`config.mk`:
```
export PLATFORM = sky130hd
export DESIGN_NAME = fuel_battery_warning_flasher
export DESIGN_NICKNAME = d
export VERILOG_FILES = /design/src/sv/fbwf_pkg.sv /design/src/sv/fuel_battery_warning_flasher.sv /design/src/sv/fbwf_cfg_regs.sv /design/src/sv/fbwf_band.sv /design/src/sv/fbwf_pattern.sv
export SDC_FILE = /design/constraint.sdc
export NUM_CORES = 1
export LEC_CHECK = 0
export ABC_AREA = 1
export BUFFER_PORTS_ARGS = -buffer_cell sky130_fd_sc_hd__buf_4
export CORE_ASPECT_RATIO = 0.5
export CORE_MARGIN = 2
export CORE_UTILIZATION = 25
export CTS_CLUSTER_SIZE = 40
export DETAILED_ROUTE_END_ITERATION = 10
export GPL_ROUTABILITY_DRIVEN = 0
export PLACE_DENSITY = 0.42
export SYNTH_ARGS = -nofsm -noshare
export SYNTH_HDL_FRONTEND = slang
export SYNTH_HIERARCHICAL = 1
export SYNTH_SLANG_ARGS = --single-unit
```
`constraint.sdc`:
```
create_clock -name clk -period 7.8 [get_ports clk]
set_input_delay 0 -clock clk [delete_from_list [all_inputs] [get_ports clk]]
set_output_delay 0 -clock clk [all_outputs]
set_load 0.01 [all_outputs]
```
`src/sv/fbwf_pkg.sv`:
```
// ----------------------------------------------------------------------------
// fbwf_pkg
// Shared types, register indexes and constants for the fuel and battery
// warning flasher.
// ----------------------------------------------------------------------------
package fbwf_pkg;

  // field widths
  localparam int unsigned FuelW  = 7;
  localparam int unsigned BattW  = 22;
  localparam int unsigned DelayW = 8;
  localparam int unsigned PhaseW = 7;
  localparam int unsigned CfgIdxW  = 3;
  localparam int unsigned CfgDataW = 22;

  // configuration register indexes
  localparam logic [CfgIdxW-1:0] CFG_FUEL_HIGH   = 3'd0;
  localparam logic [CfgIdxW-1:0] CFG_FUEL_LOW    = 3'd1;
  localparam logic [CfgIdxW-1:0] CFG_BATT_HIGH   = 3'd2;
  localparam logic [CfgIdxW-1:0] CFG_BATT_LOW    = 3'd3;
  localparam logic [CfgIdxW-1:0] CFG_ALARM_DELAY = 3'd4;

  // register reset values
  localparam logic [FuelW-1:0]  FUEL_HIGH_RST   = 7'd50;
  localparam logic [FuelW-1:0]  FUEL_LOW_RST    = 7'd10;
  localparam logic [BattW-1:0]  BATT_HIGH_RST   = 22'd1800000;
  localparam logic [BattW-1:0]  BATT_LOW_RST    = 22'd360000;
  localparam logic [DelayW-1:0] ALARM_DELAY_RST = 8'd150;

  // phase periods and pattern step points
  localparam logic [PhaseW-1:0] PERIOD_HALF  = 7'd10;
  localparam logic [PhaseW-1:0] PERIOD_FULL  = 7'd20;
  localparam logic [PhaseW-1:0] PERIOD_ALARM = 7'd100;
  localparam logic [PhaseW-1:0] STEP_0  = 7'd0;
  localparam logic [PhaseW-1:0] STEP_5  = 7'd5;
  localparam logic [PhaseW-1:0] STEP_10 = 7'd10;
  localparam logic [PhaseW-1:0] STEP_15 = 7'd15;
  localparam logic [PhaseW-1:0] ALARM_TOGGLE_MAX = 7'd50;
  localparam logic [DelayW-1:0] DELAY_MAX = 8'd255;

  typedef enum logic [1:0] {
    BAND_LOW  = 2'd0,
    BAND_MID  = 2'd1,
    BAND_HIGH = 2'd2
  } band_t;

  typedef struct packed {
    logic [FuelW-1:0]  fuel_high;
    logic [FuelW-1:0]  fuel_low;
    logic [BattW-1:0]  batt_high;
    logic [BattW-1:0]  batt_low;
    logic [DelayW-1:0] alarm_delay;
  } cfg_t;

  typedef struct packed {
    band_t fuel;
    band_t batt;
  } bands_t;

  typedef struct packed {
    logic led1;
    logic led2;
    logic led3;
    logic battery_low;
    logic fuel_low;
    logic alarm_pulse;
  } result_t;

endpackage

```
`src/sv/fuel_battery_warning_flasher.sv`:
```
// ----------------------------------------------------------------------------
// fuel_battery_warning_flasher
// Fuel and battery band warning with LED blink patterns and an
// over-temperature alarm; one result beat per input tick.
// ----------------------------------------------------------------------------
//
//   channel  direction  handshake              payload
//   in       input      in_valid / in_ready    fuel_level, battery_level,
//                                              over_temperature
//   out      output     out_valid / out_ready  led1..3, battery_low,
//                                              fuel_low, alarm_pulse
//   cfg      input      cfg_valid / cfg_ready  cfg_index, cfg_data
//
// one beat a cycle while out_ready holds; a result is offered once it has
// passed the input register, then band and pattern logic into the result
// register; a stall on out_ready can hold it in the input register.
// while a result waits on out_ready, one more beat is taken into the input
// register, then in_ready drops until the waiting result leaves.
// reset restores the register defaults and clears phase, delay and leds.
// cfg_ready is always high; writes take effect on the next cycle.
// ----------------------------------------------------------------------------
module fuel_battery_warning_flasher
  import fbwf_pkg::*;
(
  input  logic                clk,
  input  logic                rst_n,
  input  logic                in_valid,
  output logic                in_ready,
  input  logic [FuelW-1:0]    in_fuel_level,
  input  logic [BattW-1:0]    in_battery_level,
  input  logic                in_over_temperature,
  output logic                out_valid,
  input  logic                out_ready,
  output logic                out_led1,
  output logic                out_led2,
  output logic                out_led3,
  output logic                out_battery_low,
  output logic                out_fuel_low,
  output logic                out_alarm_pulse,
  input  logic                cfg_valid,
  output logic                cfg_ready,
  input  logic [CfgIdxW-1:0]  cfg_index,
  input  logic [CfgDataW-1:0] cfg_data
);

  cfg_t    cfg;
  bands_t  bands;
  result_t result;

  logic             s1_valid_r, s1_valid_nxt;
  logic [FuelW-1:0] s1_fuel_r;
  logic [BattW-1:0] s1_batt_r;
  logic             s1_hot_r;
  logic             out_valid_r, out_valid_nxt;
  result_t          out_r;

  logic in_fire;
  logic step_fire;

  assign cfg_ready = 1'b1;

  fbwf_cfg_regs u_cfg (
    .clk      (clk),
    .rst_n    (rst_n),
    .wr_en    (cfg_valid),
    .wr_index (cfg_index),
    .wr_data  (cfg_data),
    .cfg      (cfg)
  );

  // handshake control
  assign step_fire = s1_valid_r && (!out_valid_r || out_ready);
  assign in_ready  = !s1_valid_r || step_fire;
  assign in_fire   = in_valid && in_ready;

  always_comb begin
    s1_valid_nxt = s1_valid_r;
    if (in_fire) begin
      s1_valid_nxt = 1'b1;
    end else if (step_fire) begin
      s1_valid_nxt = 1'b0;
    end
    out_valid_nxt = out_valid_r;
    if (step_fire) begin
      out_valid_nxt = 1'b1;
    end else if (out_ready) begin
      out_valid_nxt = 1'b0;
    end
  end

  always_ff @(posedge clk) begin
    if (!rst_n) begin
      s1_valid_r  <= 1'b0;
      out_valid_r <= 1'b0;
    end else begin
      s1_valid_r  <= s1_valid_nxt;
      out_valid_r <= out_valid_nxt;
    end
  end

  // input register
  always_ff @(posedge clk) begin
    if (in_fire) begin
      s1_fuel_r <= in_fuel_level;
      s1_batt_r <= in_battery_level;
      s1_hot_r  <= in_over_temperature;
    end
  end

  fbwf_band u_band (
    .cfg           (cfg),
    .fuel_level    (s1_fuel_r),
    .battery_level (s1_batt_r),
    .bands         (bands)
  );

  fbwf_pattern u_pattern (
    .clk         (clk),
    .rst_n       (rst_n),
    .step_en     (step_fire),
    .hot         (s1_hot_r),
    .bands       (bands),
    .alarm_delay (cfg.alarm_delay),
    .result      (result)
  );

  // result register
  always_ff @(posedge clk) begin
    if (step_fire) begin
      out_r <= result;
    end
  end

  assign out_valid       = out_valid_r;
  assign out_led1        = out_r.led1;
  assign out_led2        = out_r.led2;
  assign out_led3        = out_r.led3;
  assign out_battery_low = out_r.battery_low;
  assign out_fuel_low    = out_r.fuel_low;
  assign out_alarm_pulse = out_r.alarm_pulse;

endmodule

```
`src/sv/fbwf_cfg_regs.sv`:
```
// ----------------------------------------------------------------------------
// fbwf_cfg_regs
// Configuration register file, written one beat at a time by index.
// ----------------------------------------------------------------------------
module fbwf_cfg_regs
  import fbwf_pkg::*;
(
  input  logic                clk,
  input  logic                rst_n,
  input  logic                wr_en,
  input  logic [CfgIdxW-1:0]  wr_index,
  input  logic [CfgDataW-1:0] wr_data,
  output cfg_t                cfg
);

  cfg_t cfg_r;
  cfg_t cfg_nxt;

  // index decode, writes beyond the list are dropped
  always_comb begin
    cfg_nxt = cfg_r;
    if (wr_en) begin
      unique case (wr_index)
        CFG_FUEL_HIGH:   cfg_nxt.fuel_high   = wr_data[FuelW-1:0];
        CFG_FUEL_LOW:    cfg_nxt.fuel_low    = wr_data[FuelW-1:0];
        CFG_BATT_HIGH:   cfg_nxt.batt_high   = wr_data[BattW-1:0];
        CFG_BATT_LOW:    cfg_nxt.batt_low    = wr_data[BattW-1:0];
        CFG_ALARM_DELAY: cfg_nxt.alarm_delay = wr_data[DelayW-1:0];
        default:         cfg_nxt = cfg_r;
      endcase
    end
  end

  always_ff @(posedge clk) begin
    if (!rst_n) begin
      cfg_r.fuel_high   <= FUEL_HIGH_RST;
      cfg_r.fuel_low    <= FUEL_LOW_RST;
      cfg_r.batt_high   <= BATT_HIGH_RST;
      cfg_r.batt_low    <= BATT_LOW_RST;
      cfg_r.alarm_delay <= ALARM_DELAY_RST;
    end else begin
      cfg_r <= cfg_nxt;
    end
  end

  assign cfg = cfg_r;

endmodule

```
`src/sv/fbwf_band.sv`:
```
// ----------------------------------------------------------------------------
// fbwf_band
// Sorts fuel and battery levels into high, middle and low bands.
// ----------------------------------------------------------------------------
module fbwf_band
  import fbwf_pkg::*;
(
  input  cfg_t             cfg,
  input  logic [FuelW-1:0] fuel_level,
  input  logic [BattW-1:0] battery_level,
  output bands_t           bands
);

  band_t fuel_band;
  band_t batt_band;
  logic  batt_mid;

  // fuel band
  always_comb begin
    if (fuel_level > cfg.fuel_high) begin
      fuel_band = BAND_HIGH;
    end else if (fuel_level > cfg.fuel_low) begin
      fuel_band = BAND_MID;
    end else begin
      fuel_band = BAND_LOW;
    end
  end

  // lower battery bound is inclusive when fuel is high
  assign batt_mid = (fuel_band == BAND_HIGH) ? (battery_level >= cfg.batt_low)
                                             : (battery_level >  cfg.batt_low);

  // battery band
  always_comb begin
    if (battery_level > cfg.batt_high) begin
      batt_band = BAND_HIGH;
    end else if (batt_mid) begin
      batt_band = BAND_MID;
    end else begin
      batt_band = BAND_LOW;
    end
  end

  assign bands = '{fuel: fuel_band, batt: batt_band};

endmodule

```
`src/sv/fbwf_pattern.sv`:
```
// ----------------------------------------------------------------------------
// fbwf_pattern
// Phase counter, alarm delay and LED pattern state; computes one result per
// beat and updates the state when the beat is taken.
// ----------------------------------------------------------------------------
module fbwf_pattern
  import fbwf_pkg::*;
(
  input  logic              clk,
  input  logic              rst_n,
  input  logic              step_en,
  input  logic              hot,
  input  bands_t            bands,
  input  logic [DelayW-1:0] alarm_delay,
  output result_t           result
);

  logic [PhaseW-1:0] phase_r, phase_nxt;
  logic [DelayW-1:0] delay_r, delay_nxt;
  logic              toggle_r, toggle_nxt;
  logic [2:0]        led_r, led_nxt;

  logic [PhaseW-1:0] phase_inc;
  logic [PhaseW-1:0] period;
  logic              advance;

  assign phase_inc = phase_r + 1'b1;

  // led update and phase period per mode
  always_comb begin
    led_nxt    = led_r;
    toggle_nxt = toggle_r;
    delay_nxt  = delay_r;
    period     = PERIOD_FULL;
    advance    = 1'b1;
    if (hot) begin
      advance = (delay_r >= alarm_delay);
      period  = PERIOD_ALARM;
      if (advance) begin
        toggle_nxt = (phase_r <= ALARM_TOGGLE_MAX) ? ~toggle_r : 1'b1;
        led_nxt[0] = toggle_nxt;
        led_nxt[1] = toggle_nxt;
      end
      if (delay_r != DELAY_MAX) begin
        delay_nxt = delay_r + 1'b1;
      end
    end else begin
      case (bands.fuel)
        BAND_HIGH: begin
          case (bands.batt)
            BAND_HIGH: begin
              led_nxt = 3'b100;
              advance = 1'b0;
            end
            BAND_MID: begin
              led_nxt[0] = 1'b0;
              led_nxt[2] = 1'b0;
              if (phase_r == STEP_0)  led_nxt[1] = 1'b1;
              if (phase_r == STEP_10) led_nxt[1] = 1'b0;
            end
            default: begin
              led_nxt[0] = 1'b0;
              led_nxt[2] = 1'b0;
              if (phase_r == STEP_0) led_nxt[1] = 1'b1;
              if (phase_r == STEP_5) led_nxt[1] = 1'b0;
              period = PERIOD_HALF;
            end
          endcase
        end
        BAND_MID: begin
          case (bands.batt)
            BAND_HIGH: begin
              led_nxt[1] = 1'b0;
              led_nxt[2] = 1'b0;
              if (phase_r == STEP_0)  led_nxt[0] = 1'b1;
              if (phase_r == STEP_10) led_nxt[0] = 1'b0;
            end
            BAND_MID: begin
              led_nxt[2] = 1'b0;
              if (phase_r == STEP_0)  led_nxt[1:0] = 2'b11;
              if (phase_r == STEP_10) led_nxt[1:0] = 2'b00;
            end
            default: begin
              led_nxt[2] = 1'b0;
              if (phase_r == STEP_0)  led_nxt[1:0] = 2'b11;
              if (phase_r == STEP_5)  led_nxt[1]   = 1'b0;
              if (phase_r == STEP_10) led_nxt[1:0] = 2'b10;
              if (phase_r == STEP_15) led_nxt[1]   = 1'b0;
            end
          endcase
        end
        default: begin
          case (bands.batt)
            BAND_HIGH: begin
              led_nxt[1] = 1'b0;
              led_nxt[2] = 1'b0;
              if (phase_r == STEP_0) led_nxt[0] = 1'b1;
              if (phase_r == STEP_5) led_nxt[0] = 1'b0;
              period = PERIOD_HALF;
            end
            BAND_MID: begin
              led_nxt[2] = 1'b0;
              if (phase_r == STEP_0)  led_nxt[1:0] = 2'b11;
              if (phase_r == STEP_5)  led_nxt[0]   = 1'b0;
              if (phase_r == STEP_10) led_nxt[1:0] = 2'b01;
              if (phase_r == STEP_15) led_nxt[0]   = 1'b0;
            end
            default: begin
              led_nxt[2] = 1'b0;
              if (phase_r == STEP_0) led_nxt[1:0] = 2'b11;
              if (phase_r == STEP_5) led_nxt[1:0] = 2'b00;
              period = PERIOD_HALF;
            end
          endcase
        end
      endcase
    end
  end

  // phase advance with wrap at or beyond the period
  always_comb begin
    phase_nxt = phase_r;
    if (advance) begin
      phase_nxt = (phase_inc >= period) ? '0 : phase_inc;
    end
  end

  // state registers
  always_ff @(posedge clk) begin
    if (!rst_n) begin
      phase_r  <= '0;
      delay_r  <= '0;
      toggle_r <= 1'b0;
      led_r    <= '0;
    end else if (step_en) begin
      phase_r  <= phase_nxt;
      delay_r  <= delay_nxt;
      toggle_r <= toggle_nxt;
      led_r    <= led_nxt;
    end
  end

  // result fields
  always_comb begin
    result.led1        = led_nxt[0];
    result.led2        = led_nxt[1];
    result.led3        = led_nxt[2];
    result.battery_low = !hot && (bands.batt == BAND_LOW);
    result.fuel_low    = !hot && (bands.fuel == BAND_LOW);
    result.alarm_pulse = hot;
  end

endmodule
```
# [Word-level counts from Yosys, hierarchy flattened]
# Cells that the tools add are included.
[totals] ff_bits=123 input_bits=60
[op_classes] add_sub_neg=2 order_cmp=8 n_eq_ne=12 n_mux=42 bitwise_logic=1 reduce_logical=25
[ops] op="$gt A22 B22 Y1" count=2
[ops] op="$ge A22 B22 Y1" count=1
[ops] op="$mux W1" count=22
[ops] op="$mux W2" count=11
[ops] op="$eq A7 B4 Y1 const B" count=2
[ops] op="$gt A7 B7 Y1" count=2
[ops] op="$mux W7" count=2
[ops] op="$pmux W7 S2" count=1
[ops] op="$pmux W3 S2" count=2
[ops] op="$reduce_and A2 Y1" count=6
[ops] op="$mux W5" count=2
[ops] op="$add A8 B1 Y8 const B" count=1
[ops] op="$ge A8 B8 Y1" count=1
[ops] op="$ne A8 B8 Y1 const B" count=1
[ops] op="$pmux W2 S2" count=2
[ops] op="$add A7 B1 Y7 const B" count=1
[ops] op="$eq A7 B3 Y1 const B" count=1
[ops] op="$ge A7 B7 Y1" count=1
[ops] op="$le A7 B6 Y1 const B" count=1
[ops] op="$logic_not A7 Y1" count=1
[ops] op="$eq A3 B2 Y1 const B" count=2
[ops] op="$reduce_and A3 Y1" count=2
[ops] op="$eq A2 B1 Y1 const B" count=2
[ops] op="$eq A2 B2 Y1 const B" count=2
[ops] op="10 further kinds" count=19

# [Longest topological paths before layout]
[depth] ltp_word=16 ltp_mapped=24 ltp_nobuf=24

# [Hierarchy]
# Netlist, hierarchy kept.
[by_module_without_submodules] module="fbwf_cfg_regs" n_inst=1 cells_each=360 area_each_um2=2596.2 seq_area_each_um2=1321.3
[by_module_without_submodules] module="fbwf_pattern" n_inst=1 cells_each=267 area_each_um2=1841.8 seq_area_each_um2=380.4
[by_module_without_submodules] module="fbwf_band" n_inst=1 cells_each=271 area_each_um2=1650.3 seq_area_each_um2=0.0
[by_module_without_submodules] module="fuel_battery_warning_flasher" n_inst=1 cells_each=51 area_each_um2=1187.4 seq_area_each_um2=1121.1

# [Worst setup path after synthesis]
# Ideal clock, no wire load.
[synth_timing] kind="register to register" start="register s1_fuel_r[6]" end="register u_pattern.phase_r[1]" arrival_ns=3.106 slack_ns=4.575 stages_incl_launch_ff=19 path_buffers=1 path_cell_list="edfxtp_1 > ha_1 > nand2_1 > nor2_1 > nand4_1 > a21boi_4 > a211oi_1 > inv_1 > ha_1 > clkbuf_1 > nor2_1 > inv_1 > a21oi_1 > inv_1 > ha_1 > nand4_1 > o221ai_2 > o21a_1 > nor2_2"
[synth_rtl] item="start, declared" line_no="fuel_battery_warning_flasher.sv:51" source="logic [FuelW-1:0] s1_fuel_r;"
[synth_rtl] item="start signal, assigned" line_no="fuel_battery_warning_flasher.sv:104" source="s1_fuel_r <= in_fuel_level;"
[synth_rtl] item="end signal, assigned" line_no="fbwf_pattern.sv:136" source="phase_r <= phase_nxt;"
[synth_rtl] item="end, declared" line_no="fbwf_pattern.sv:18" source="logic [PhaseW-1:0] phase_r, phase_nxt;"

==> impl_results.md <==
- Post-Synth Adder-Cell Area: 14.4%
- Placed inst area: 8150 um2
- Drt first pass iters: 4
- Layout cells sized above 1: 14.4%
- Global route overflow: 0
- Yosys cell types: 41
- Family with the most delay on the worst path: simple AND/OR/NAND/NOR gates
- Peak supply drop: 0.106 mV
- Power per cell area: 189 nW/um2
- Inserted Diodes: 0
- Final ANT Viol Nets: 0
- Fill cells: 3,059
- I/O Buffers: 67
- Critical Path AT: 4120 ps
- WP data required: 8120 ps
- Vias after detailed routing: 6,151
- Largest net degree at the start of global routing: 85
- FF-to-FF End: u_pattern/phase_r[1]$_SDFFE_PN0P_
- CP Max Fanout: 7
- Initial antenna violation count: 0
- Mux cell area share after synthesis: 0%
- Clk buf depth: 2
- Startpoint types: flop
- Number of synthesized flops with an enable pin: 36
- H-tree Lvls: 4
- Critical Path Max Stage Delay: 410 ps
- Core ar.: 28,800 um2
- # setup viols final: 0
- Synth warn: 6
- Final nets: 1,213
- Cell taking the most area after synthesis: dfxtp_1
- Row count: 44
- Final worst-path cycle share: 48.7%
- RSZ-0062 raised after global routing: no
- Worst-margin pin slew: 948 ps
- Cell Area, Synth: 7280 um2
- Setup TNS: 0 ps
- Avg Vias per Cell: 4.18
- HPWL after detailed placement: 13,500 um
- Nature of the critical path endpoint: flop
- CP max-delay cell: o221ai_2
- Share of the synthesized area in the top cell type: 23.9%
- Most frequent cell after synthesis: nand2_1
- Achievable Freq: 263 MHz
- Initial Util: 25.3%
- Placed Instances: 1,386
- Clock Latency Late Sink: 430 ps
- Largest family of logic cells by synthesized area: simple AND/OR/NAND/NOR gates
- CP cell instances: ha_1 > nand2_1 > nor2_1 > nand2_1 > nor3_2 > nand2_1 > a21oi_2 > inv_1 > ha_1 > inv_1 > nand3_1 > a21oi_1 > inv_1 > ha_1 > nand4_1 > o221ai_2 > o21a_1 > nor2_2
- Die area: 30,600 um2
- DIE HEIGHT: 125 um
- Leak pwr: 4.50 nW
- Seq/Total Area, Yosys: 38.8%
- DRT Wirelength: 19,400 um
- Simple-gate share of the synthesized area: 29.1%
- #FFs+latches synth: 123
- Syn_area_per_cell: 7.67 um2
- Post-Syn Nets: 1,093
- Outcome: finished clean
- Max Transition Viols Final: 0
- Hold depth: 5
- Clock root cell: clkbuf_16
- Global Route Usage Sum: 13.4%
- Rel. slew slack: 36.8%
- IO Count: 69
- Post-synth top flop: dfxtp_1
- R2R Path Start: s1_batt_r[13]$_DFFE_PP_
- Reg clk slew, reported paths: 60 ps
- Die Span X: 245 um
- Remaining DRCs: 0
- CTS Buf Count: 17
- Maximum Capacitance Violations: 0
- Vias in the first global route: 6,109
- TritonCTS clock tree: built
- Synth Area in Compound Gates: 6.76%
- Post-DR wirelength/cell: 13.1 um
- First-iteration detailed-routing DRC count: 262
- Clk sinks: 123
- Post-layout instance area: 9280 um2
- Hold Crit Class: in2reg
- R2R setup slack: 4000 ps
- HP Start: cfg_index[1]
- CP Buf/Inv Count: 3
- Post-CTS Setup Inserts: 0
- Hold Crit Endpoint: u_cfg/cfg[65]$_SDFFE_PN0P_
- Share of flip-flops with an asynchronous set or reset: 0%
- Post-synth top cells: nand2_1 (219), inv_1 (151), nor2_1 (112), nand3_1 (90), dfxtp_1 (87)
- Post-synthesis xor/xnor area fraction: 0.602%
- Non-filler cells, final: 1,473
- Top post-synthesis cells by area: dfxtp_1 (24%), edfxtp_1 (15%), ha_1 (14%), nand2_1 (11%), inv_1 (7.8%)
- Hold Fails Final Rpt: 0
- Post-route minimum period: 3800 ps
- Reg2Reg Depth: 18
- Area Overhead vs Synth: 27.5%
- PnR Total Power: 1.75 mW
- Final core utilization: 32.2%
- Syn Inst Count: 949
- Critical path class: reg2reg
- Clk_skew: 9.45 ps
- Global-route wire length before repair: 31,600 um
cell usage in the layout (no fill, tap or decap), drive strengths merged, types with 7 or more instances in the layout:
cell type    instances
nor2               131
nand3               95
dfxtp               87
o21a                10
o21ai               21
buf                 70
nand4                7
a21oi               42
nand2              231
clkbuf              26
ha                  84
dlygate4sd3         55
inv                161
edfxtp              36
layer usage:
layer  vias up  GRT usage (%)  share of wire (%)  wire (um)
met5         -              0                  0          0
li1       3247              -                  -          -
met2        77           22.2                 48       9240
met1      2815           16.9                 48       9290
met4         0           3.37               0.78        151
met3        12           3.92                3.5        684
worst max-delay path by stage:
stage	startpoint	to	slack [ps]	cells past startpoint
after floorplan	s1_fuel_r[6]$_DFFE_PP_	u_pattern/phase_r[1]$_SDFFE_PN0P_	4580	18
after global placement	s1_batt_r[12]$_DFFE_PP_	u_pattern/phase_r[6]$_SDFFE_PN0P_	4100	18
after detailed placement	s1_batt_r[13]$_DFFE_PP_	u_pattern/phase_r[6]$_SDFFE_PN0P_	3980	18
after CTS	s1_batt_r[13]$_DFFE_PP_	u_pattern/phase_r[1]$_SDFFE_PN0P_	3950	18
after global routing	s1_batt_r[13]$_DFFE_PP_	u_pattern/phase_r[2]$_SDFFE_PN0P_	3680	18
final	s1_batt_r[13]$_DFFE_PP_	u_pattern/phase_r[1]$_SDFFE_PN0P_	4000	18
stage by stage:
stage	setup slack, ps	hold slack [ps]
6_report	4000	34.0
3_5_place_dp	3980	180
4_1_cts	3950	5.77
5_1_grt	3680	59.4
3_3_place_gp	4100	178
2_1_floorplan	4580	98.9
worst min-delay path: cells and delay by family:
kind	cells	cell delay (ps)
buffers and inverters	1	120
and+or+nand+nor	4	320
cells by family after synthesis:
kind of cell / after synthesis
AOI/OAI and AO/OA: 80
xor gates and xnor gates: 5
adders and majority gates: 84
DFF: 123
other: 1
buffers and inverters: 184
and+or+nand+nor: 472
layout make-up:
| class | instances | area [um2] | share of cell area [%] |
|---|---|---|---|
| well taps | 391 | 489 | 5.27 |
| clock inverters | 6 | 58.8 | 0.634 |
| clock buffers | 26 | 520 | 5.61 |
| multi-input cells | 642 | 3710 | 40.0 |
| flip-flops and latches | 123 | 2820 | 30.4 |
| inverters | 160 | 601 | 6.47 |
| repair buffers | 125 | 1080 | 11.6 |
flip-flops by register name, summed over array words and instances, names as in the netlist, 3 cells and up:
| register | flops |
|---|---|
| s1_batt_r | 22 |
| u_cfg/cfg | 66 |
| u_pattern/phase_r | 7 |
| s1_fuel_r | 7 |
| u_pattern/delay_r | 8 |
| u_pattern/led_r | 3 |
power breakdown:
group | switching (mW) | internal [mW]
Combinational | 0.151 | 0.111
Clock | 0.294 | 0.489
Sequential | 0.0190 | 0.689
repair_timing:
item,4_1_cts,5_1_grt
hold buffers,55,0
endpoints found under the hold margin,88,0
resized for setup,0,0
(Power assumes the default switching activity.)
